## config.mk

```make
export PLATFORM = sky130hd
export DESIGN_NAME = dc_motor_pwm_ramp_controller
export DESIGN_NICKNAME = d
export VERILOG_FILES = /design/src/dmpr_pkg.sv /design/src/dc_motor_pwm_ramp_controller.sv
export VERILOG_INCLUDE_DIRS = /design/src /design/src/src
export SDC_FILE = /design/constraint.sdc
export NUM_CORES = 1
export LEC_CHECK = 0
export BUFFER_PORTS_ARGS = -buffer_cell sky130_fd_sc_hd__buf_2
export CAP_MARGIN = 20
export CORE_MARGIN = 3
export CORE_UTILIZATION = 50
export CTS_CLUSTER_SIZE = 25
export DETAILED_ROUTE_END_ITERATION = 12
export GPL_ROUTABILITY_DRIVEN = 1
export PLACE_DENSITY_LB_ADDON = 0.05
export SLEW_MARGIN = 20
export SYNTH_ARGS = -nofsm -noshare
export SYNTH_HDL_FRONTEND = slang
export SYNTH_SLANG_ARGS = --single-unit
```

## constraint.sdc

```tcl
create_clock -name clk -period 5.18 [get_ports clk]
set_input_delay 0.518 -clock clk [delete_from_list [all_inputs] [get_ports clk]]
set_output_delay 0.518 -clock clk [all_outputs]
set_load 0.1 [all_outputs]
```

## src/dc_motor_pwm_ramp_controller_defines.svh

```systemverilog
// Assertion macros shared by the motor ramp controller RTL.
`ifndef DC_MOTOR_PWM_RAMP_CONTROLLER_DEFINES_SVH
`define DC_MOTOR_PWM_RAMP_CONTROLLER_DEFINES_SVH

`ifndef SYNTHESIS

// Same-cycle implication, disabled while in reset.
`define DMPR_ASSERT_IMPL(label, clk, rst_n, ante, cons) \
    label: assert property (@(posedge clk) disable iff (!rst_n) (ante) |-> (cons)) \
        else $error("implication check failed");

// Next-cycle implication, disabled while in reset.
`define DMPR_ASSERT_NEXT(label, clk, rst_n, ante, cons) \
    label: assert property (@(posedge clk) disable iff (!rst_n) (ante) |=> (cons)) \
        else $error("next-cycle check failed");

`else

`define DMPR_ASSERT_IMPL(label, clk, rst_n, ante, cons)
`define DMPR_ASSERT_NEXT(label, clk, rst_n, ante, cons)

`endif

`endif

```

## src/dmpr_pkg.sv

```systemverilog
// Types and constants for the motor PWM ramp controller.
package dmpr_pkg;

    typedef enum logic [1:0] {
        CMD_TICK  = 2'd0,
        CMD_GO    = 2'd1,
        CMD_STOP  = 2'd2,
        CMD_ESTOP = 2'd3
    } cmd_t;

    typedef enum logic [1:0] {
        MODE_STOPPED  = 2'd0,
        MODE_UP       = 2'd1,
        MODE_DOWN     = 2'd2,
        MODE_AT_SPEED = 2'd3
    } mode_t;

    typedef enum logic [1:0] {
        STAT_OK    = 2'd0,
        STAT_LOWER = 2'd1,
        STAT_UPPER = 2'd2,
        STAT_RSVD  = 2'd3
    } status_t;

    typedef enum logic [1:0] {
        CFG_RAMP_SETTING = 2'd0,
        CFG_LOWER_EN     = 2'd1,
        CFG_UPPER_EN     = 2'd2,
        CFG_UNUSED       = 2'd3
    } cfg_idx_t;

    localparam int          CFG_DATA_W      = 4;
    localparam int          CFG_IDX_W       = 2;
    localparam int          DUTY_W          = 8;
    localparam int          SPEED_W         = 7;
    localparam int          COUNT_W         = 15;
    localparam logic [3:0]  RAMP_SETTING_MAX = 4'd9;
    localparam logic [3:0]  RAMP_SETTING_RST = 4'd4;
    localparam logic [6:0]  SPEED_FULL      = 7'd100;
    localparam logic [7:0]  DUTY_TOP        = 8'd255;

    typedef struct packed {
        mode_t                mode;
        logic                 dir;
        logic [DUTY_W-1:0]    duty;
        logic [DUTY_W-1:0]    target;
        logic                 step_down;
        logic [COUNT_W-1:0]   countdown;
        logic                 rev_pend;
        logic                 pend_dir;
        logic [DUTY_W-1:0]    pend_target;
    } mtr_state_t;

endpackage

```

## src/dc_motor_pwm_ramp_controller.sv

```systemverilog
// Top level of the H-bridge PWM speed ramp controller.
// The result of an input transfer is loaded into the output register at the clock edge that accepts it.
// Throughput: one item per cycle while in_ready is high; the state update for each item is a single
//   registered pass (speed table lookup, ramp compare, countdown load).
// in_ready drops only while a result waits in the output register and out_ready is low.
// Reset (rst_n, async low): motor stopped, direction 0, duty 0, ramp_setting 4,
//   both limit checks off, no result pending.
`include "dc_motor_pwm_ramp_controller_defines.svh"

module dc_motor_pwm_ramp_controller #(
    parameter int MAX_DUTY        = 250,
    parameter int RAMP_UNIT_TICKS = 2000
) (
    input  logic                            clk,
    input  logic                            rst_n,
    // configuration writes
    input  logic                            cfg_we,
    input  logic [dmpr_pkg::CFG_IDX_W-1:0]  cfg_index,
    input  logic [dmpr_pkg::CFG_DATA_W-1:0] cfg_data,
    // input channel
    input  logic                            in_valid,
    output logic                            in_ready,
    input  logic [1:0]                      command,
    input  logic                            direction_req,
    input  logic [dmpr_pkg::SPEED_W-1:0]    speed_percent,
    input  logic                            lower_switch_closed,
    input  logic                            upper_switch_closed,
    // result channel
    output logic                            out_valid,
    input  logic                            out_ready,
    output logic [1:0]                      status,
    output logic [1:0]                      motor_mode,
    output logic                            direction_now,
    output logic [dmpr_pkg::DUTY_W-1:0]     duty_first,
    output logic [dmpr_pkg::DUTY_W-1:0]     duty_second
);

    import dmpr_pkg::*;

    // Ramp period is a 16-bit unit times (setting + 1), at most 21 bits wide.
    localparam int          PROD_W    = 21;
    localparam logic [PROD_W-1:0] UNIT_TICKS = PROD_W'(RAMP_UNIT_TICKS);
    localparam logic [PROD_W-1:0] COUNT_SAT  = PROD_W'((1 << COUNT_W) - 1);

    // ------------------------------------------------------------------
    // Configuration registers
    // ------------------------------------------------------------------
    logic [3:0] ramp_setting_reg;
    logic       lower_en_reg;
    logic       upper_en_reg;

    always_ff @(posedge clk or negedge rst_n)
    begin
        if (!rst_n)
        begin
            ramp_setting_reg <= RAMP_SETTING_RST;
            lower_en_reg     <= 1'b0;
            upper_en_reg     <= 1'b0;
        end
        else if (cfg_we)
        begin
            unique case (cfg_idx_t'(cfg_index))
                CFG_RAMP_SETTING:
                begin
                    // out-of-range settings are dropped
                    if (cfg_data <= RAMP_SETTING_MAX)
                        ramp_setting_reg <= cfg_data;
                end
                CFG_LOWER_EN: lower_en_reg <= cfg_data[0];
                CFG_UPPER_EN: upper_en_reg <= cfg_data[0];
                default:      ;
            endcase
        end
    end

    // ------------------------------------------------------------------
    // Speed percent to target duty: constant table, filled at elaboration
    // ------------------------------------------------------------------
    logic [DUTY_W-1:0] target_lut [0:100];

    for (genvar gi = 0; gi <= 100; gi++)
    begin : g_lut
        assign target_lut[gi] = DUTY_W'((gi * MAX_DUTY) / 100);
    end

    logic [SPEED_W-1:0] speed_sat;
    logic [DUTY_W-1:0]  go_target;

    assign speed_sat = (speed_percent > SPEED_FULL) ? SPEED_FULL : speed_percent;
    assign go_target = target_lut[speed_sat];

    // ------------------------------------------------------------------
    // Ramp period reload value, saturated to the countdown range
    // ------------------------------------------------------------------
    logic [4:0]         setting_p1;
    logic [PROD_W-1:0]  period_full;
    logic [COUNT_W-1:0] reload;

    assign setting_p1  = {1'b0, ramp_setting_reg} + 5'd1;
    assign period_full = UNIT_TICKS * PROD_W'(setting_p1);
    assign reload      = (period_full > COUNT_SAT) ? COUNT_W'(COUNT_SAT - PROD_W'(1))
                                                   : COUNT_W'(period_full - PROD_W'(1));

    // ------------------------------------------------------------------
    // Motor state and next-state logic
    // ------------------------------------------------------------------
    mtr_state_t st_reg;
    mtr_state_t st_next;
    status_t    stat_next;
    logic       accept;

    // emergency halt: stop, zero duty, drop any waiting reversal
    function automatic mtr_state_t halt_fn(input mtr_state_t s);
        mtr_state_t r;
        r          = s;
        r.mode     = MODE_STOPPED;
        r.duty     = '0;
        r.rev_pend = 1'b0;
        return r;
    endfunction

    // start from standstill; a zero target leaves the motor as it is
    function automatic mtr_state_t start_fn(input mtr_state_t s, input logic d,
                                            input logic [DUTY_W-1:0] t);
        mtr_state_t r;
        r = s;
        if (t != '0)
        begin
            r.dir       = d;
            r.duty      = '0;
            r.target    = t;
            r.step_down = 1'b0;
            r.countdown = '0;
            r.mode      = MODE_UP;
        end
        return r;
    endfunction

    always_comb
    begin
        logic [DUTY_W-1:0] duty_step;
        mtr_state_t        s;

        s         = st_reg;
        stat_next = STAT_OK;
        duty_step = st_reg.duty;

        unique case (cmd_t'(command))
            CMD_TICK:
            begin
                if (s.mode != MODE_STOPPED)
                begin
                    if (lower_en_reg && lower_switch_closed)
                    begin
                        s         = halt_fn(s);
                        stat_next = STAT_LOWER;
                    end
                    else if (upper_en_reg && upper_switch_closed)
                    begin
                        s         = halt_fn(s);
                        stat_next = STAT_UPPER;
                    end
                    else if (s.mode != MODE_AT_SPEED)
                    begin
                        if (s.countdown != '0)
                            s.countdown = s.countdown - COUNT_W'(1);
                        else
                        begin
                            if (s.step_down)
                                duty_step = (s.duty != '0) ? s.duty - DUTY_W'(1) : s.duty;
                            else
                                duty_step = (s.duty != DUTY_TOP) ? s.duty + DUTY_W'(1)
                                                                 : s.duty;
                            s.duty = duty_step;
                            if (duty_step == s.target)
                            begin
                                if (s.target == '0)
                                begin
                                    s.mode = MODE_STOPPED;
                                    s.duty = '0;
                                    if (s.rev_pend)
                                    begin
                                        s.rev_pend = 1'b0;
                                        s = start_fn(s, s.pend_dir, s.pend_target);
                                    end
                                end
                                else
                                    s.mode = MODE_AT_SPEED;
                            end
                            else
                                s.countdown = reload;
                        end
                    end
                end
            end
            CMD_GO:
            begin
                s.rev_pend = 1'b0;
                if (s.mode == MODE_STOPPED)
                    s = start_fn(s, direction_req, go_target);
                else if (direction_req == s.dir)
                begin
                    s.target = go_target;
                    if (go_target > s.duty)
                    begin
                        s.step_down = 1'b0;
                        s.mode      = MODE_UP;
                    end
                    else if (go_target < s.duty)
                    begin
                        s.step_down = 1'b1;
                        s.mode      = MODE_DOWN;
                    end
                    else
                        s.mode = (go_target == '0) ? MODE_STOPPED : MODE_AT_SPEED;
                end
                else if (s.duty == '0)
                begin
                    // reversal at zero duty starts right away
                    s = halt_fn(s);
                    s = start_fn(s, direction_req, go_target);
                end
                else
                begin
                    s.target    = '0;
                    s.step_down = 1'b1;
                    s.countdown = '0;
                    s.mode      = MODE_DOWN;
                    if (go_target != '0)
                    begin
                        s.rev_pend    = 1'b1;
                        s.pend_dir    = direction_req;
                        s.pend_target = go_target;
                    end
                end
            end
            CMD_STOP:
            begin
                s.rev_pend = 1'b0;
                if (s.mode != MODE_STOPPED)
                begin
                    if (s.duty == '0)
                        s = halt_fn(s);
                    else
                    begin
                        s.target    = '0;
                        s.step_down = 1'b1;
                        s.countdown = '0;
                        s.mode      = MODE_DOWN;
                    end
                end
            end
            CMD_ESTOP: s = halt_fn(s);
            default:   s = halt_fn(s);
        endcase

        st_next = s;
    end

    // ------------------------------------------------------------------
    // Handshake: one output register; a new transfer is taken whenever
    // that register is empty or is being drained in the same cycle.
    // ------------------------------------------------------------------
    logic      out_valid_reg;
    status_t   status_reg;
    mode_t     mode_out_reg;
    logic      dir_out_reg;
    logic [DUTY_W-1:0] duty1_reg;
    logic [DUTY_W-1:0] duty2_reg;

    assign in_ready = !out_valid_reg || out_ready;
    assign accept   = in_valid && in_ready;

    always_ff @(posedge clk or negedge rst_n)
    begin
        if (!rst_n)
        begin
            st_reg        <= '0;
            out_valid_reg <= 1'b0;
        end
        else
        begin
            if (accept)
                st_reg <= st_next;
            if (accept)
                out_valid_reg <= 1'b1;
            else if (out_ready)
                out_valid_reg <= 1'b0;
        end
    end

    // result payload, loaded with the post-update state
    always_ff @(posedge clk)
    begin
        if (accept)
        begin
            status_reg   <= stat_next;
            mode_out_reg <= st_next.mode;
            dir_out_reg  <= st_next.dir;
            duty1_reg    <= st_next.dir  ? st_next.duty : '0;
            duty2_reg    <= !st_next.dir ? st_next.duty : '0;
        end
    end

    assign out_valid     = out_valid_reg;
    assign status        = status_reg;
    assign motor_mode    = mode_out_reg;
    assign direction_now = dir_out_reg;
    assign duty_first    = duty1_reg;
    assign duty_second   = duty2_reg;

    // ------------------------------------------------------------------
    // Assertions
    // ------------------------------------------------------------------
    `DMPR_ASSERT_IMPL(a_stopped_zero_duty, clk, rst_n, st_reg.mode == MODE_STOPPED, st_reg.duty == '0)
    `DMPR_ASSERT_IMPL(a_rev_only_ramp_down, clk, rst_n, st_reg.rev_pend, st_reg.mode == MODE_DOWN)
    `DMPR_ASSERT_IMPL(a_at_speed_on_target, clk, rst_n, st_reg.mode == MODE_AT_SPEED, st_reg.duty == st_reg.target && st_reg.target != '0)
    `DMPR_ASSERT_NEXT(a_accept_gives_result, clk, rst_n, in_valid && in_ready, out_valid)
    `DMPR_ASSERT_IMPL(a_limit_stop_is_stopped, clk, rst_n, out_valid && status != STAT_OK, motor_mode == MODE_STOPPED)

endmodule
```

After elaboration in Yosys (flattened, before gate mapping). Memory sizes are Yosys's and may differ from the RTL's. Index checks and enable logic that the tools add are counted. Widths: inputs -> output; s select.

$add $sub $neg: 5. Multiply operators: 1. $lt $le $gt $ge: 6. Equality and inequality tests: 36. Multiplexer cells: 52. Bitwise gates (word level): 5. Reduce and logical (&&, ||, !) cells: 27.

Operators by type and width (number): $mux 45 (6); $pmux 45 s4 (1); $mux 34 (3); $mux 8 (12); $mux 15 (3); $mux 44 (1); $mux 43 (1); $mux 20 (2); $mux 35 (1); $ne 2x2->1 const B (16); $ne 4x4->1 const B (8); $mux 10 (3); $sub 15x1->15 const B (2); $mux 9 (3); $mux 25 (1); $logic_not 8->1 (3); $mux 24 (1); $reduce_bool 8->1 (3); $gt 16x15->1 const B (1); $mux 2 (8); $reduce_and 16->1 (1); $reduce_and 15->1 (1); $reduce_bool 15->1 (1); $reduce_and 14->1 (1); other kinds (30) (49).

Flip-flop bits (word level): 73. Bits in read-only memories: 1024. Bits of input ports: 23. Output and inout port bits: 23. Memories kept: 1.

Memories: (name not given) (words 128, bits a word 8, read ports 1, clocked after memory_dff 0, write ports 0, line dc_motor_pwm_ramp_controller.sv:90) `assign go_target = target_lut[speed_sat];`.

Depth between registers and ports, before layout.
Depth after elaboration: 17. Mapped depth: 18. Gate-level depth less buffers: 17.

Worst setup path after synthesis. Ideal clock, no wire load.

Path type: register -> register. Start: reg ramp_setting_reg[0]. End: reg st_reg[20] (netlist bit). Library setup time: 83 ps. Arrival time: 4619 ps. Required time: 5097 ps. Slack: 478 ps. Cell stages (with the launch flop): 17. Clock period less this slack: 4702 ps. Cells stage by stage: dfrtp_1 > nand3_1 > xnor2_1 > fa_1 > fa_1 > fa_1 > inv_1 > ha_1 > nand4_1 > nand3_1 > o41ai_1 > xnor2_1 > nand2b_1 > buf_4 > nor2_1 > or4_1 > o21ai_0.

Word-level cells in the longest chain between the ends: 11. Elaborated cells between the ends (all ways): 12. Classes of those cells: 2 x add/sub; 1 x mul; 1 x order compare; 8 x mux.

Ends and longest elaborated chain: start: declaration (line dc_motor_pwm_ramp_controller.sv:48) `logic [3:0] ramp_setting_reg;`; start signal: assignment (line dc_motor_pwm_ramp_controller.sv:67) `ramp_setting_reg <= cfg_data;`; $add 4x1->5 (*) (line dc_motor_pwm_ramp_controller.sv:99) `assign setting_p1 = {1'b0, ramp_setting_reg} + 5'd1;`; $mul 7x5->12 (*) (line dc_motor_pwm_ramp_controller.sv:100) `assign period_full = UNIT_TICKS * PROD_W'(setting_p1);`; $sub 15x1->15 / $gt 16x15->1 (equally long branches) (line dc_motor_pwm_ramp_controller.sv:102, dc_motor_pwm_ramp_controller.sv:101); $mux 15 (*) (line dc_motor_pwm_ramp_controller.sv:101) `assign reload = (period_full > COUNT_SAT) ? COUNT_W'(COUNT_SAT - PROD_W'(1))`; $mux 15 (*) (line dc_motor_pwm_ramp_controller.sv:175) `if (duty_step == s.target)`; $mux 15 (*) (line dc_motor_pwm_ramp_controller.sv:165) `if (s.countdown != '0)`; $mux 45 (*) (line dc_motor_pwm_ramp_controller.sv:163) `else if (s.mode != MODE_AT_SPEED)`; $mux 45 (*) (line dc_motor_pwm_ramp_controller.sv:158) `else if (upper_en_reg && upper_switch_closed)`; $mux 45 (*) (line dc_motor_pwm_ramp_controller.sv:153) `if (lower_en_reg && lower_switch_closed)`; $mux 45 (*) (line dc_motor_pwm_ramp_controller.sv:151) `if (s.mode != MODE_STOPPED)`; $pmux 45 s4 (*) (line dc_motor_pwm_ramp_controller.sv:148) `unique case (cmd_t'(command))`; end signal: assignment (line dc_motor_pwm_ramp_controller.sv:284) `st_reg <= st_next;`; end: declaration (line dc_motor_pwm_ramp_controller.sv:107) `mtr_state_t st_reg;`.

Every way passes the cells marked *; elsewhere a longest branch is shown, timed or not. The select of a mux whose other input is x is not followed. A chain may end at the register's enable or synchronous reset.

Worst setup path after layout.
Start: reg ramp_setting_reg[1]. End: reg st_reg[20] (netlist bit).

Same word-level chain as after synthesis.

==> flow_summary.ini <==
[timing]
rsz0062_at_grt = false
hold_ws_ns = 0.296
slew_violations = 0
finalSetupViolations = 0
slew_headroom_pct = 32.5
min_period_over_period_pct = 90.6
tightest_slew_ns = 1.01
fmax_mhz = 213
fin_crit_ns = 4.69
skew_ns = 0.00933
fin_setup_tns_ns = 0
hold_viol = 0

[grt]
grt_first_pass_wirelength_um = 27400
grt_overflow_total = 0
grt_usage_pct = 23.9
antenna_found_initial = 0
grt_max_degree = 53
grt_pass1_vias = 5411

[route]
via_count = 5806
wire_per_inst_um = 17.1
firstDrtPassIters = 5
drc_errors = 0
drt.antenna.violating_nets = 0
vias_per_cell = 5.99
drt-total-wl_um = 16600
drtIter0Drc = 501

[floorplan]
num_rows = 40
die-area_mm2 = 0.0140
dieWidth_um = 118
die_y_um = 118
coreArea_mm2 = 0.0122
io_pins = 46
floorplan.initialDensity_pct = 51.8

[synth]
synthCells = 758
ys_types = 82
ys_seq_elements = 73
syn_area_mm2 = 0.00633
yosys_warnings = 0
synth_seq_area_share_pct = 30.6
ys_async_sr_fraction_pct = 71.2
synth_edf_count = 21
yosys_most_used_dff = dfrtp_1
syn_nets = 831
syn_area_per_cell_um2 = 8.35

[placed_design]
place_inst = 953
numPortBuffers = 45
place_area_mm2 = 0.00672
gp_congestion = 0.918
hpwl_um = 12700

[layout]
largest_reg_flops = 45
antennaDiodeCount = 0
fin_nets = 869
drive_gt1_share_pct = 14.0
area_growth_pct = 10.9
fin_cells = 969
final_util_pct = 57.5
stdcell_area_mm2 = 0.00702

[clocking]
post_cts.repair.setup_buffers = 0
cts_sinks = 73
ctsHoldBuffers = 0
cts_buffers = 9
clk_path_buf_depth = 2
cts_tree = done
cts_max_level = 3
root_buffer = clkbuf_16
clk_latency_ns = 0.34
cts_resized = 0
clkTransAtPathRegs_ns = 0.06

[min_path]
min-delay-path-class = in2async

[setup_path]
r2r-end = st_reg[20]$_DFFE_PN0P_
critPathKind = reg2reg
crit_path_start_kind = flop
rrSetupSlack_ns = 0.49
crit_arrival_ns = 4.96
rr_startpoint = ramp_setting_reg[1]$_DFFE_PN0P_
critPathMaxFanout = 8
reg2reg_depth = 15
critPathCaptureType = flop
crit_required_ns = 5.45

[power]
max-vdd-ir-drop_uv = 416
powerDensity_mw_per_mm2 = 518
leakage_nw = 3.05

[job]
maxCapViolations = 0

[outcome]
status = complete, no violations
## final cells by class
cell class / count / area (um^2)
fill: 1162 / 5190
inverter: 52 / 195
sequential: 73 / 1930
clock inverter: 7 / 70.1
timing repair buffer: 60 / 338
clock buffer: 9 / 225
tap: 168 / 210
multi-input combinational: 600 / 4050
## report_power, final
group	switching (mW)	internal [mW]	leakage, nW
sequential	0.0881	0.669	0.896
combinational	1.35	0.899	2.01
clock	0.252	0.372	0.146
## synth_stat cells, drive strengths merged, types with 9 or more instances
library cell	n	area share (%)
nand2	78	4.6
nor2	71	4.2
o21ai	55	4.4
dfrtp	51	20
inv	51	3.0
ha	40	7.9
a21oi	30	2.4
nor3	30	2.6
nand3	26	2.1
clkbuf	22	1.3
edfxtp	21	10
nor2b	17	1.7
mux2	16	2.8
a21o	14	1.7
and2	13	1.3
buf	11	1.1
nor4	11	1.2
xnor2	11	1.5
xor2	11	1.5
fa	10	3.2
nand2b	10	0.99
o31ai	10	1.2
a211oi	9	1.1
mux2i	9	1.4
nand4	9	0.89
## per-layer routing
layer,track usage (%),up-vias,routed length [um]
met2,35.0,192,7100
met3,3.64,25,1020
met5,0,-,0
met4,8.11,0,339
li1,-,2820,-
met1,35.9,2769,8130
## cell usage in the layout (no fill, tap or decap), types with 25 or more instances in the layout
cell,n
buf_2,45
a21oi_1,30
ha_1,40
nor2_1,71
nor3_1,29
inv_1,51
o21ai_0,54
nand2_1,78
nand3_1,25
dfrtp_1,51
## metrics by stage
stage | total power [mW] | worst slack [ns]
CTS | 3.63 | 0.467
floorplan | 2.54 | 0.478
finish | 3.63 | 0.485
global placement | 2.94 | 0.587
detailed placement | 3.00 | 0.493
global route | 3.97 | 0.135
## logic make-up after synthesis
kind of cell / synth area share (%)
adders and majority gates: 11.1
and+or+nand+nor: 25.5
muxes: 4.63
xor gates and xnor gates: 3.05
DFF: 30.6
AOI/OAI and AO/OA: 19.7
buffers and inverters: 5.52
## worst max path at each step
stage / start / endpoint / slack, ns / cells past startpoint
floorplan: ramp_setting_reg[0]$_DFFE_PN0P_ / st_reg[20]$_DFFE_PN0P_ / 0.48 / 16
global placement: ramp_setting_reg[2]$_DFFE_PN1P_ / st_reg[20]$_DFFE_PN0P_ / 0.59 / 16
detailed placement: speed_percent[3] / duty_first[7]$_SDFFCE_PN0P_ / 0.49 / 14
CTS: ramp_setting_reg[1]$_DFFE_PN0P_ / st_reg[20]$_DFFE_PN0P_ / 0.47 / 15
global route: ramp_setting_reg[1]$_DFFE_PN0P_ / st_reg[20]$_DFFE_PN0P_ / 0.13 / 15
finish: ramp_setting_reg[1]$_DFFE_PN0P_ / st_reg[20]$_DFFE_PN0P_ / 0.49 / 15
## worst max-delay path, cell delays in order, from the launching register on
cell	delay, ns
dfrtp_1	0.41
ha_1	0.23
and3_1	0.30
fa_1	0.59
fa_1	0.52
fa_1	0.51
inv_1	0.04
ha_1	0.34
nand4_1	0.10
nand3_1	0.09
o41ai_1	0.33
xnor2_1	0.24
nand2b_1	0.30
nor2_1	0.07
or4_1	0.38
o21ai_0	0.15
No activity file was read; power rests on OpenSTA's default activity.
